===== config.mk =====
export PLATFORM = sky130hd
export DESIGN_NAME = vna_queue
export DESIGN_NICKNAME = d
export VERILOG_FILES = /design/src/rtl/vertex_normal_accumulator_unit_defines.svh /design/src/rtl/vna_pkg.sv /design/src/rtl/vna_queue.sv
export SDC_FILE = /design/constraint.sdc
export NUM_CORES = 1
export LEC_CHECK = 0
export ABC_AREA = 1
export BUFFER_PORTS_ARGS = -buffer_cell sky130_fd_sc_hd__buf_4
export CORE_ASPECT_RATIO = 2
export CORE_MARGIN = 4
export CORE_UTILIZATION = 53
export CTS_CLUSTER_DIAMETER = 120
export CTS_CLUSTER_SIZE = 12
export DETAILED_ROUTE_END_ITERATION = 8
export PLACE_DENSITY = 0.89
export SYNTH_ARGS = -nofsm -noshare
export SYNTH_HDL_FRONTEND = slang
export SYNTH_SLANG_ARGS = --single-unit

===== constraint.sdc =====
create_clock -name clock -period 6.55 [get_ports clock]
set_clock_uncertainty 0.2 [all_clocks]
set_input_delay 0.3275 -clock clock [delete_from_list [all_inputs] [get_ports clock]]
set_output_delay 0.3275 -clock clock [all_outputs]
set_load 0.02 [all_outputs]

===== src/rtl/vertex_normal_accumulator_unit_defines.svh =====
// ----------------------------------------------------------------------------
// Vertex normal accumulator assertion macros
// Shared property forms for the checks at the end of the top level.
// ----------------------------------------------------------------------------
`ifndef VERTEX_NORMAL_ACCUMULATOR_UNIT_DEFINES_SVH
`define VERTEX_NORMAL_ACCUMULATOR_UNIT_DEFINES_SVH

// Same-cycle implication.
`define VNA_ASSERT_IMPL(label, clk, rst, ante, cons, msg) \
   label: assert property (@(posedge clk) disable iff (rst) (ante) |-> (cons)) \
      else $error(msg);

// Next-cycle implication.
`define VNA_ASSERT_NEXT(label, clk, rst, ante, cons, msg) \
   label: assert property (@(posedge clk) disable iff (rst) (ante) |=> (cons)) \
      else $error(msg);

`endif


===== src/rtl/vna_pkg.sv =====
// ----------------------------------------------------------------------------
// Vertex normal accumulator package
// Word formats, operation codes and fixed widths shared by the block.
// ----------------------------------------------------------------------------
package vna_pkg;

   localparam int VIDX_WIDTH  = 10;
   localparam int FIELD_WIDTH = 16;
   localparam int ACC_WIDTH   = 48;
   localparam int RECIP_SHIFT = 20;
   localparam int QUEUE_DEPTH = 2;

   typedef enum logic [1:0] {
      OP_LOAD     = 2'd0,
      OP_TRIANGLE = 2'd1,
      OP_READ     = 2'd2,
      OP_NONE     = 2'd3
   } opcode_type;

   typedef struct packed {
      opcode_type                    opcode;
      logic [VIDX_WIDTH-1:0]         vertex_index;
      logic signed [FIELD_WIDTH-1:0] pos_x;
      logic signed [FIELD_WIDTH-1:0] pos_y;
      logic signed [FIELD_WIDTH-1:0] pos_z;
      logic [VIDX_WIDTH-1:0]         corner_a;
      logic [VIDX_WIDTH-1:0]         corner_b;
      logic [VIDX_WIDTH-1:0]         corner_c;
   } req_word_type;

   typedef struct packed {
      logic [VIDX_WIDTH-1:0]         out_vertex;
      logic signed [FIELD_WIDTH-1:0] norm_x;
      logic signed [FIELD_WIDTH-1:0] norm_y;
      logic signed [FIELD_WIDTH-1:0] norm_z;
      logic                          is_zero;
   } rsp_word_type;

   typedef struct packed {
      logic [ACC_WIDTH-1:0] x;
      logic [ACC_WIDTH-1:0] y;
      logic [ACC_WIDTH-1:0] z;
   } acc_vec_type;

endpackage


===== src/rtl/vna_queue.sv =====
// ----------------------------------------------------------------------------
// Vertex normal accumulator command queue
// Short first-in first-out buffer between the front end and the back end.
// ----------------------------------------------------------------------------
module vna_queue import vna_pkg::*; (
   input  logic         clock,
   input  logic         reset,
   input  logic         push_valid,
   output logic         push_ready,
   input  req_word_type push_data,
   output logic         pop_valid,
   input  logic         pop_ready,
   output req_word_type pop_data
);

   localparam int PTRW = (QUEUE_DEPTH > 1) ? $clog2(QUEUE_DEPTH) : 1;
   localparam int CNTW = $clog2(QUEUE_DEPTH + 1);

   req_word_type    mem_ff [QUEUE_DEPTH];
   logic [PTRW-1:0] wr_ptr_ff;
   logic [PTRW-1:0] rd_ptr_ff;
   logic [CNTW-1:0] count_ff;
   logic            push;
   logic            pop;

   assign push_ready = (count_ff != CNTW'(QUEUE_DEPTH));
   assign pop_valid  = (count_ff != '0);
   assign pop_data   = mem_ff[rd_ptr_ff];
   assign push       = push_valid && push_ready;
   assign pop        = pop_valid && pop_ready;

   always_ff @(posedge clock) begin
      if (push) begin
         mem_ff[wr_ptr_ff] <= push_data;
      end
      if (reset) begin
         wr_ptr_ff <= '0;
         rd_ptr_ff <= '0;
         count_ff  <= '0;
      end else begin
         if (push) begin
            wr_ptr_ff <= (wr_ptr_ff == PTRW'(QUEUE_DEPTH - 1)) ? '0 : wr_ptr_ff + 1'b1;
         end
         if (pop) begin
            rd_ptr_ff <= (rd_ptr_ff == PTRW'(QUEUE_DEPTH - 1)) ? '0 : rd_ptr_ff + 1'b1;
         end
         if (push && !pop) begin
            count_ff <= count_ff + 1'b1;
         end else if (pop && !push) begin
            count_ff <= count_ff - 1'b1;
         end
      end
   end

endmodule


==> flow_metrics.env <==
export IMPL_synthTopCellsByArea="edfxtp_1 75%, mux2_4 19%, buf_12 2.5%"
export IMPL_endpoint="pop_data[20]"
export IMPL_sequentialPowerShare_pct=43.7
export IMPL_synthXorXnorAreaFrac_pct=0
export IMPL_ant_nets=0
export IMPL_drv_cap=0
export IMPL_drt_first_pass_iters=4
export IMPL_setup_viol=0
export IMPL_synth_seq_cells=185
export IMPL_synth_fp_nets=412
export IMPL_synthAdderAreaFrac_pct=0.174
export IMPL_fin_nets=701
export IMPL_drt_iter0_drc=182
export IMPL_die_area_mm2=0.0156
export IMPL_clk_pin_slew_worst_paths_ps=70
export IMPL_grt_overflow_total=0
export IMPL_p_clk_share_pct=26.6
export IMPL_die_y_um=173
export IMPL_seq_area_frac_synth_pct=76.6
export IMPL_intPower_uw=2590
export IMPL_antenna_found_initial=0
export IMPL_syn_mean_instance_area_um2=22.7
export IMPL_core_area_mm2=0.0134
export IMPL_cp_start_kind="flip-flop"
export IMPL_n_fill_cell=747
export IMPL_post_synth_top_area_cell="edfxtp_1"
export IMPL_initial_utilization_pct=53.8
export IMPL_leakage_uw=0.00402
export IMPL_period_share_pct=49.6
export IMPL_grt_pass1_wl_um=24200
export IMPL_gr_usage_all_layers_pct=20.6
export IMPL_fin_crit_ps=3250
export IMPL_clk_path_buf_depth=2
export IMPL_cts_root_buf="clkbuf_16"
export IMPL_clock_latency_ps=410
export IMPL_switching_share_pct=29.4
export IMPL_fmax_mhz=308
export IMPL_yosys_mux_area_fraction_pct=18.8
export IMPL_row_count=60
export IMPL_die_x_um=90.3
export IMPL_syn_cell_area_mm2=0.00719
export IMPL_status="finished, final reports clean"
export IMPL_htree_levels=4
export IMPL_irDropWorstVdd_v=0.000302
export IMPL_max_slew_margin_rel_pct=27.7
export IMPL_cts_num_sinks=185
export IMPL_hold_viol=0
export IMPL_wl_per_cell_um=20.4
export IMPL_ctsResizeCount=0
export IMPL_dpl_instance_area_mm2=0.00862
export IMPL_fin_cells=774
export IMPL_p_switching_uw=1080
export IMPL_cp_arrival_ps=2720
export IMPL_areaGrowthSynthToFinish_pct=40.7
export IMPL_drt_vias_per_instance=5.12
export IMPL_grt_pass1_vias=4413
export IMPL_dpl_hpwl_um=9650
export IMPL_io_pins=186
export IMPL_wirelength_um=15800
export IMPL_dp_cells=650
export IMPL_fin_tns_setup_ps=0
export IMPL_ys_types=13
export IMPL_layout_common_cells="188 x buf_4, 180 x edfxtp_1, 92 x dlygate4sd3_1"
export IMPL_rr_worst_depth=5
export IMPL_r2r_setup_slack_ps=3620
export IMPL_via_count=3963
export IMPL_rsz0062_at_grt="false"
export IMPL_combPwrFrac_pct=29.7
export IMPL_endpoint_kind="output port"
export IMPL_synth_top_family_by_area="multiplexers"
export IMPL_critPathMaxFanout=57
export IMPL_postSynthCellCount=317
export IMPL_crit_type="flip-flop to output port"
export IMPL_power_uw=3660
export IMPL_synth_simple_gate_area_share_pct=1.06
export IMPL_drc=0
export IMPL_drive_gt1_share_pct=50.3
export IMPL_finalInstanceArea_mm2=0.0101
export IMPL_p_per_area_mw_per_mm2=362
export IMPL_r2r_start="count_ff[0]$_SDFFE_PP0P_"
export IMPL_cts_tree="built"
export IMPL_crit_required_ps=6020
export IMPL_yosys_warnings=0
export IMPL_final_common_cell="buf_4"
export IMPL_cts_buffers=17
export IMPL_gp_congestion=0.729
export IMPL_port_buffers=185
export IMPL_tightestPinTransition_ps=1080
export IMPL_r2r_end="mem_ff[1][45]$_DFFE_PP_"
export IMPL_maxSlewViolCount=0
export IMPL_yosysTopAreaCellShare_pct=75.2
export IMPL_grt_max_degree=58
export IMPL_hold_path_class="input pin to flip-flop"
export IMPL_holdPathStages=4
export IMPL_synth_compound_area_share_pct=0.279
cell usage after synthesis:
library cell,instances
buf_12,9
edfxtp_1,180
a21oi_1,2
mux2_4,90
nand3_1,2
nor2_1,7
o21ai_0,2
buf_6,1
ha_1,1
inv_1,8
nand2_1,9
nand4_1,1
dfxtp_1,5
state kept, by name, summed over array words and instances, names as in the netlist, named ones only:
signal	count
wr_ptr_ff	1
count_ff	2
mem_ff	180
rd_ptr_ff	1
power by group through the flow:
stage	combinational (µW)	sequential, µW	clock [µW]
finish	1090	1600	972
global route	1140	1620	1050
CTS	1090	1600	988
detailed placement	1040	1620	0
global placement	1010	1610	0
floorplan	755	1570	0
per-layer routing:
layer / part of all wire, % / vias to the layer above / GRT usage [%]
met5: 0 / - / 0
met4: 3.6 / 0 / 9.27
met3: 4.0 / 38 / 5.18
met2: 59 / 155 / 39.8
met1: 33 / 1962 / 20.0
li1: - / 1808 / -
critical path: stages, from the launching register on:
cell	delay (ps)
dfxtp_4	1020
buf_4	680
mux2_4	370
buf_4	160
final cells by class:
cell class | instances | area [µm²] | area share (%)
Antenna cell | 1 | 2.50 | 0.0248
Clock buffer | 18 | 429 | 4.25
Clock inverter | 13 | 136 | 1.35
Inverter | 8 | 30.0 | 0.297
Multi-Input combinational cell | 114 | 1480 | 14.6
Sequential cell | 185 | 5510 | 54.5
Tap cell | 155 | 194 | 1.92
Timing Repair Buffer | 280 | 2330 | 23.1
logic make-up (layout without fill, tap and decap cells):
logic type,after synthesis,in the layout
compound gates,4,4
fa+ha+maj,1,1
buf+inv,18,319
flops,185,185
mux,90,90
other cells,0,1
simple gates,19,19
through the flow:
| step | setup slack [ps] | utilization, % | hold slack, ps |
|---|---|---|---|
| floorplan | 1360 | - | 226 |
| global placement | 3770 | 64.5 | 286 |
| detailed placement | 3660 | 64.5 | 289 |
| CTS | 3290 | 75.6 | 197 |
| global route | 3180 | 75.6 | 230 |
| finish | 3300 | 75.6 | 223 |
timing repair:
item / CTS / global route
hold buffers: 92 / 0
setup buffers: 0 / 0
hold endpoints to repair: 184 / 0
worst min path at each step:
stage	start	end
floorplan	push_data[0]	mem_ff[0][0]$_DFFE_PP_
global placement	rd_ptr_ff$_SDFFE_PP0P_	flip-flop
detailed placement	rd_ptr_ff$_SDFFE_PP0P_	flip-flop
CTS	push_valid	wr_ptr_ff$_SDFFE_PP0P_
global route	push_valid	wr_ptr_ff$_SDFFE_PP0P_
finish	push_valid	wr_ptr_ff$_SDFFE_PP0P_
Note: power is estimated with default switching activity, not from simulation.
