### config.mk
export PLATFORM = sky130hd
export DESIGN_NAME = vna_front_flat
export DESIGN_NICKNAME = d
export VERILOG_FILES = /design/src/rtl/vertex_normal_accumulator_unit_defines.svh /design/src/rtl/vna_pkg.sv /design/src/rtl/vna_req_if.sv /design/src/rtl/vna_front.sv /design/src/flat_wrapper.sv
export SDC_FILE = /design/constraint.sdc
export NUM_CORES = 1
export LEC_CHECK = 0
export BUFFER_PORTS_ARGS = -buffer_cell sky130_fd_sc_hd__buf_2
export CAP_MARGIN = 20
export CORE_ASPECT_RATIO = 0.6
export CORE_MARGIN = 5
export CORE_UTILIZATION = 51
export DETAILED_ROUTE_END_ITERATION = 10
export PLACE_DENSITY = 0.84
export SETUP_SLACK_MARGIN = 0.1
export SLEW_MARGIN = 20
export SYNTH_ARGS = -nofsm -noshare
export SYNTH_HDL_FRONTEND = slang
export SYNTH_SLANG_ARGS = --single-unit
### constraint.sdc
create_clock -name clock -period 6.57 [get_ports clock]
set_clock_uncertainty 0.1 [all_clocks]
set_input_delay 0.657 -clock clock [delete_from_list [all_inputs] [get_ports clock]]
set_output_delay 0.657 -clock clock [all_outputs]
set_load 0.01 [all_outputs]
### src/rtl/vertex_normal_accumulator_unit_defines.svh
// ----------------------------------------------------------------------------
// Vertex normal accumulator assertion macros
// Shared property forms for the checks at the end of the top level.
// ----------------------------------------------------------------------------
`ifndef VERTEX_NORMAL_ACCUMULATOR_UNIT_DEFINES_SVH
`define VERTEX_NORMAL_ACCUMULATOR_UNIT_DEFINES_SVH

// Same-cycle implication.
`define VNA_ASSERT_IMPL(label, clk, rst, ante, cons, msg) \
   label: assert property (@(posedge clk) disable iff (rst) (ante) |-> (cons)) \
      else $error(msg);

// Next-cycle implication.
`define VNA_ASSERT_NEXT(label, clk, rst, ante, cons, msg) \
   label: assert property (@(posedge clk) disable iff (rst) (ante) |=> (cons)) \
      else $error(msg);

`endif

### src/rtl/vna_pkg.sv
// ----------------------------------------------------------------------------
// Vertex normal accumulator package
// Word formats, operation codes and fixed widths shared by the block.
// ----------------------------------------------------------------------------
package vna_pkg;

   localparam int VIDX_WIDTH  = 10;
   localparam int FIELD_WIDTH = 16;
   localparam int ACC_WIDTH   = 48;
   localparam int RECIP_SHIFT = 20;
   localparam int QUEUE_DEPTH = 2;

   typedef enum logic [1:0] {
      OP_LOAD     = 2'd0,
      OP_TRIANGLE = 2'd1,
      OP_READ     = 2'd2,
      OP_NONE     = 2'd3
   } opcode_type;

   typedef struct packed {
      opcode_type                    opcode;
      logic [VIDX_WIDTH-1:0]         vertex_index;
      logic signed [FIELD_WIDTH-1:0] pos_x;
      logic signed [FIELD_WIDTH-1:0] pos_y;
      logic signed [FIELD_WIDTH-1:0] pos_z;
      logic [VIDX_WIDTH-1:0]         corner_a;
      logic [VIDX_WIDTH-1:0]         corner_b;
      logic [VIDX_WIDTH-1:0]         corner_c;
   } req_word_type;

   typedef struct packed {
      logic [VIDX_WIDTH-1:0]         out_vertex;
      logic signed [FIELD_WIDTH-1:0] norm_x;
      logic signed [FIELD_WIDTH-1:0] norm_y;
      logic signed [FIELD_WIDTH-1:0] norm_z;
      logic                          is_zero;
   } rsp_word_type;

   typedef struct packed {
      logic [ACC_WIDTH-1:0] x;
      logic [ACC_WIDTH-1:0] y;
      logic [ACC_WIDTH-1:0] z;
   } acc_vec_type;

endpackage

### src/rtl/vna_req_if.sv
// ----------------------------------------------------------------------------
// Request channel
// Valid/ready channel that carries one request word.
// ----------------------------------------------------------------------------
interface vna_req_if import vna_pkg::*; ();
   logic         valid;
   logic         ready;
   req_word_type data;

   modport source (output valid, output data, input ready);
   modport sink (input valid, input data, output ready);
endinterface

### src/rtl/vna_front.sv
// ----------------------------------------------------------------------------
// Vertex normal accumulator front end
// Accepts request words, drops unused opcodes and wraps every vertex index
// modulo the vertex count before handing the word to the queue.
// ----------------------------------------------------------------------------
module vna_front import vna_pkg::*; #(
   parameter int MAX_VERTICES = 1024
) (
   input  logic         clock,
   input  logic         reset,
   vna_req_if.sink      req,
   output logic         push_valid,
   input  logic         push_ready,
   output req_word_type push_data
);

   localparam int             RECIP = (1 << RECIP_SHIFT) / MAX_VERTICES;
   localparam int             PRODW = VIDX_WIDTH + RECIP_SHIFT;
   localparam int             MW    = $clog2(MAX_VERTICES + 1) + 1;
   localparam int             RMW   = VIDX_WIDTH + MW;
   localparam logic [RECIP_SHIFT-1:0] RECIP_W = RECIP_SHIFT'(RECIP);
   localparam logic [MW-1:0]  MAXV  = MW'(MAX_VERTICES);

   typedef enum logic [2:0] {F_IDLE, F_QUOT, F_REM, F_FIX, F_PUSH} state_type;

   state_type             state_ff, state_in;
   req_word_type          item_ff;
   logic [VIDX_WIDTH-1:0] lane_v [4];
   logic [VIDX_WIDTH-1:0] q_ff [4];
   logic [VIDX_WIDTH-1:0] r_ff [4];
   logic [VIDX_WIDTH-1:0] fix_v [4];
   logic                  accept;

   assign req.ready  = (state_ff == F_IDLE);
   assign accept     = req.valid && req.ready;
   assign push_valid = (state_ff == F_PUSH);
   assign push_data  = item_ff;

   assign lane_v[0] = item_ff.vertex_index;
   assign lane_v[1] = item_ff.corner_a;
   assign lane_v[2] = item_ff.corner_b;
   assign lane_v[3] = item_ff.corner_c;

   // The reciprocal estimate is low by at most one, so one subtract fixes it.
   always_comb begin
      for (int i = 0; i < 4; i++) begin
         if (MW'(r_ff[i]) >= MAXV) begin
            fix_v[i] = VIDX_WIDTH'(MW'(r_ff[i]) - MAXV);
         end else begin
            fix_v[i] = r_ff[i];
         end
      end
   end

   always_comb begin
      state_in = state_ff;
      case (state_ff)
         F_IDLE: begin
            if (accept && (req.data.opcode != OP_NONE)) begin
               state_in = F_QUOT;
            end
         end
         F_QUOT: state_in = F_REM;
         F_REM:  state_in = F_FIX;
         F_FIX:  state_in = F_PUSH;
         F_PUSH: begin
            if (push_ready) begin
               state_in = F_IDLE;
            end
         end
         default: state_in = F_IDLE;
      endcase
   end

   always_ff @(posedge clock) begin
      if (reset) begin
         state_ff <= F_IDLE;
      end else begin
         state_ff <= state_in;
      end
      case (state_ff)
         F_IDLE: begin
            if (accept) begin
               item_ff <= req.data;
            end
         end
         F_QUOT: begin
            for (int i = 0; i < 4; i++) begin
               q_ff[i] <= VIDX_WIDTH'((PRODW'(lane_v[i]) * PRODW'(RECIP_W)) >> RECIP_SHIFT);
            end
         end
         F_REM: begin
            for (int i = 0; i < 4; i++) begin
               r_ff[i] <= VIDX_WIDTH'(RMW'(lane_v[i]) - RMW'(q_ff[i]) * RMW'(MAXV));
            end
         end
         F_FIX: begin
            item_ff.vertex_index <= fix_v[0];
            item_ff.corner_a     <= fix_v[1];
            item_ff.corner_b     <= fix_v[2];
            item_ff.corner_c     <= fix_v[3];
         end
         default: begin
         end
      endcase
   end

endmodule

### src/flat_wrapper.sv
// flat-port wrapper written by rule: the top's interface ports become plain ports
module vna_front_flat import vna_pkg::*;
#(
   parameter int MAX_VERTICES = 1024
)
  (clock, reset, push_valid, push_ready, push_data, req_valid, req_data, req_ready);
  vna_req_if req_i ();
  input  logic clock;
  input  logic reset;
  output logic push_valid;
  input  logic push_ready;
  output req_word_type push_data;
  input wire logic [$bits(req_i.valid)-1:0] req_valid;
  input wire logic [$bits(req_i.data)-1:0] req_data;
  output wire logic [$bits(req_i.ready)-1:0] req_ready;
  assign req_i.valid = req_valid;
  assign req_i.data = req_data;
  assign req_ready = req_i.ready;
  vna_front #(.MAX_VERTICES(MAX_VERTICES)) u_core (.clock(clock), .reset(reset), .req(req_i), .push_valid(push_valid), .push_ready(push_ready), .push_data(push_data));
endmodule
==> qor.txt <==
Status = completed
Initial antenna violation count = 0
CP max-delay cell = or2_2
GPL Wtd Cong = 0.7541
P&R area growth vs syn = 35.18%
Max-slew violation count = 0
Reg-to-reg setup timing slack = 3.86 ns
Worst-Skew Late Latency = 0.40 ns
Clock Power Share = 43.8%
Flop pwr share = 47.0%
Switching part of the total power = 22.01%
Reg2reg path depth = 2
Worst Hold End = u_core.push_data[69]
TritonCTS buffer count = 17
CP Cell Sequence = and3b_2 -> or2_2
Fin crit period = 2.709 ns
Post-DP HPWL = 6.794 mm
Critical path type = flip-flop to flip-flop
Num rows = 26
Combinational share of power = 9.2%
Routed Wire Length = 10.33 mm
Finished Layout Cells = 518
CTS root buf = clkbuf_16
DR vias/cell = 5.149
Most frequent cells in the layout = buf_2, edfxtp_1, a22o_1
Largest net degree at the start of global routing = 91
Layout cells sized above 1 = 54.93%
Setup crit start kind = flip-flop
Max-slew headroom = 30.07%
Post-route setup slack = 3.861 ns
Via count = 2667
DR iter-0 viols = 255
Synth Area per Inst = 23.07 um^2
Setup TNS = 0 ns
Crit path max fanout = 42
Worst IR Drop VDD = 0.2312 mV
Worst-Margin Slew = 1.049 ns
WL/cell = 19.94 um
Die ar. = 11010 um^2
Finish-stage setup viols = 0
H-tree lvl count = 4
Switching Power = 510.3 uW
Dpl ws = 3.829 ns
Post-synth cell types = 16
RR Startpoint = u_core.state_ff[0]
Post-cts hold buffer count = 0
Antenna diode count = 0
Final Util = 71.61%
Die width = 132.2 um
Final Hold Fails = 0
First-pass DRT Iterations = 5
Die Ht = 83.30 um
Worst hold stages = 1
Crit. Startpoint = u_core.state_ff[0]
Clock slew at reported path FFs = 0.06 ns
RSZ-0062 raised after global routing = false
Max-cap violations = 0
Hold Path Class = input pin to flip-flop
Routed Antenna Nets = 0
Power Internal = 1.808 mW
Gr usage total = 19.51%
Fin crit share = 41.23%
Pwr Total = 2.318 mW
Core ar. = 8621 um^2
Setup Fix Bufs, Post-CTS = 0
Crit. End Element = flip-flop
Syn_nets = 292
Nets = 487
Required time worst endpoint = 6.49 ns
Ys Warns = 0
Number of cells after detailed placement = 486
Hold Startpoint = req_data[69]
Post-Syn Area = 4567 um^2
Post-Synthesis Cells = 198
Residual DRC = 0
Data arrival, critical path = 2.63 ns
Gr ovfl total = 0
First-pass GRT wire length = 16.26 mm
Vias in the first global route = 2842
RR Endpoint = u_core.push_data[6]
Leak pwr = 2.547 nW
Initial Utilization = 52.98%
CTS max path bufs = 2
I/O Buffers = 185
CTS tree = yes
Max stage delay on crit path = 0.89 ns
Sequential share of the synthesized area = 86.79%
F_max = 369.2 MHz
Cell Pwr Density = 375.5 nW/um^2
Commonest non-fill, non-tap cell in the layout = buf_2
Ports = 186
# resized after CTS = 0
Seq cells post-synth = 133
Number of clock sinks = 133
-- synthesized netlist by cell type --
cell      count  area share, %
xnor2_1       1           0.19
buf_2         1           0.11
nor3b_1       2           0.33
a21boi_0      1           0.16
buf_6        10            2.5
a22o_1       38            7.3
nor2_1        1          0.082
inv_1         1          0.082
a22o_4        3            1.2
edfxtp_1    130             85
or2_1         1           0.14
dfxtp_1       3            1.3
nor4b_4       1           0.52
o21a_1        1           0.16
and3b_1       1           0.19
nor3_1        3           0.33
-- metrics by stage --
step / area, um^2 / hold WS (ns)
2_1_floorplan: 4567 / 0.3990
3_3_place_gp: 5537 / 0.3318
6_report: 6173 / 0.3239
5_1_grt: 6173 / 0.2919
4_1_cts: 6173 / 0.3038
3_5_place_dp: 5537 / 0.3384
-- worst max-delay path by stage --
stage	end	slack [ns]	depth (start not counted)
after detailed placement	u_core.push_data[17]	3.83	2
after global placement	u_core.push_data[84]	3.94	2
after floorplan	u_core.r_ff[0][0]	2.52	2
after CTS	u_core.push_data[13]	3.79	2
final	u_core.push_data[6]	3.86	2
after global routing	u_core.push_data[13]	3.66	2
-- state kept, by name, summed over array words and instances, names as in the netlist --
| signal | cells |
|---|---|
| u_core.r_ff | 40 |
| u_core.push_data | 90 |
| u_core.state_ff | 3 |
-- final cells by class --
class / count / area [um^2]
Clock buffer: 18 / 429.2
Inverter: 1 / 3.754
Fill cell: 532 / 2447
Sequential cell: 133 / 3964
Timing Repair Buffer: 187 / 940.9
Tap cell: 112 / 140.1
Multi-Input combinational cell: 53 / 488.0
Clock inverter: 14 / 207.7
-- logic make-up (layout without fill, tap and decap cells) --
logic type      Yosys count  after routing  synth area share [%]
compound gates           43             43                 8.767
simple gates              9              9                 1.589
buf+inv                  12            220                 2.657
flops                   133            133                 86.79
xor+xnor                  1              1                0.1918
-- power groups by stage --
stage	Sequential [mW]	Combinational (mW)	Clock, mW
3_3_place_gp	1.10	0.210	0
4_1_cts	1.09	0.219	1.03
5_1_grt	1.10	0.234	1.08
3_5_place_dp	1.11	0.218	0
2_1_floorplan	1.13	0.0817	0
6_report	1.09	0.214	1.01
-- worst max-delay path: cells and delay by family (launching register included) --
family / cells / cell delay [ns]
flops: 1 / 0.50
simple gates: 2 / 1.72
-- layer usage --
layer  share of wire (%)  vias up  track usage [%]
met4                0.53        0            5.602
met5                   0        -                0
met1                  42     1310            25.44
met3                 9.9        7            8.756
met2                  48      137            29.78
li1                    -     1213                -
No activity file was read; power rests on OpenSTA's default activity.
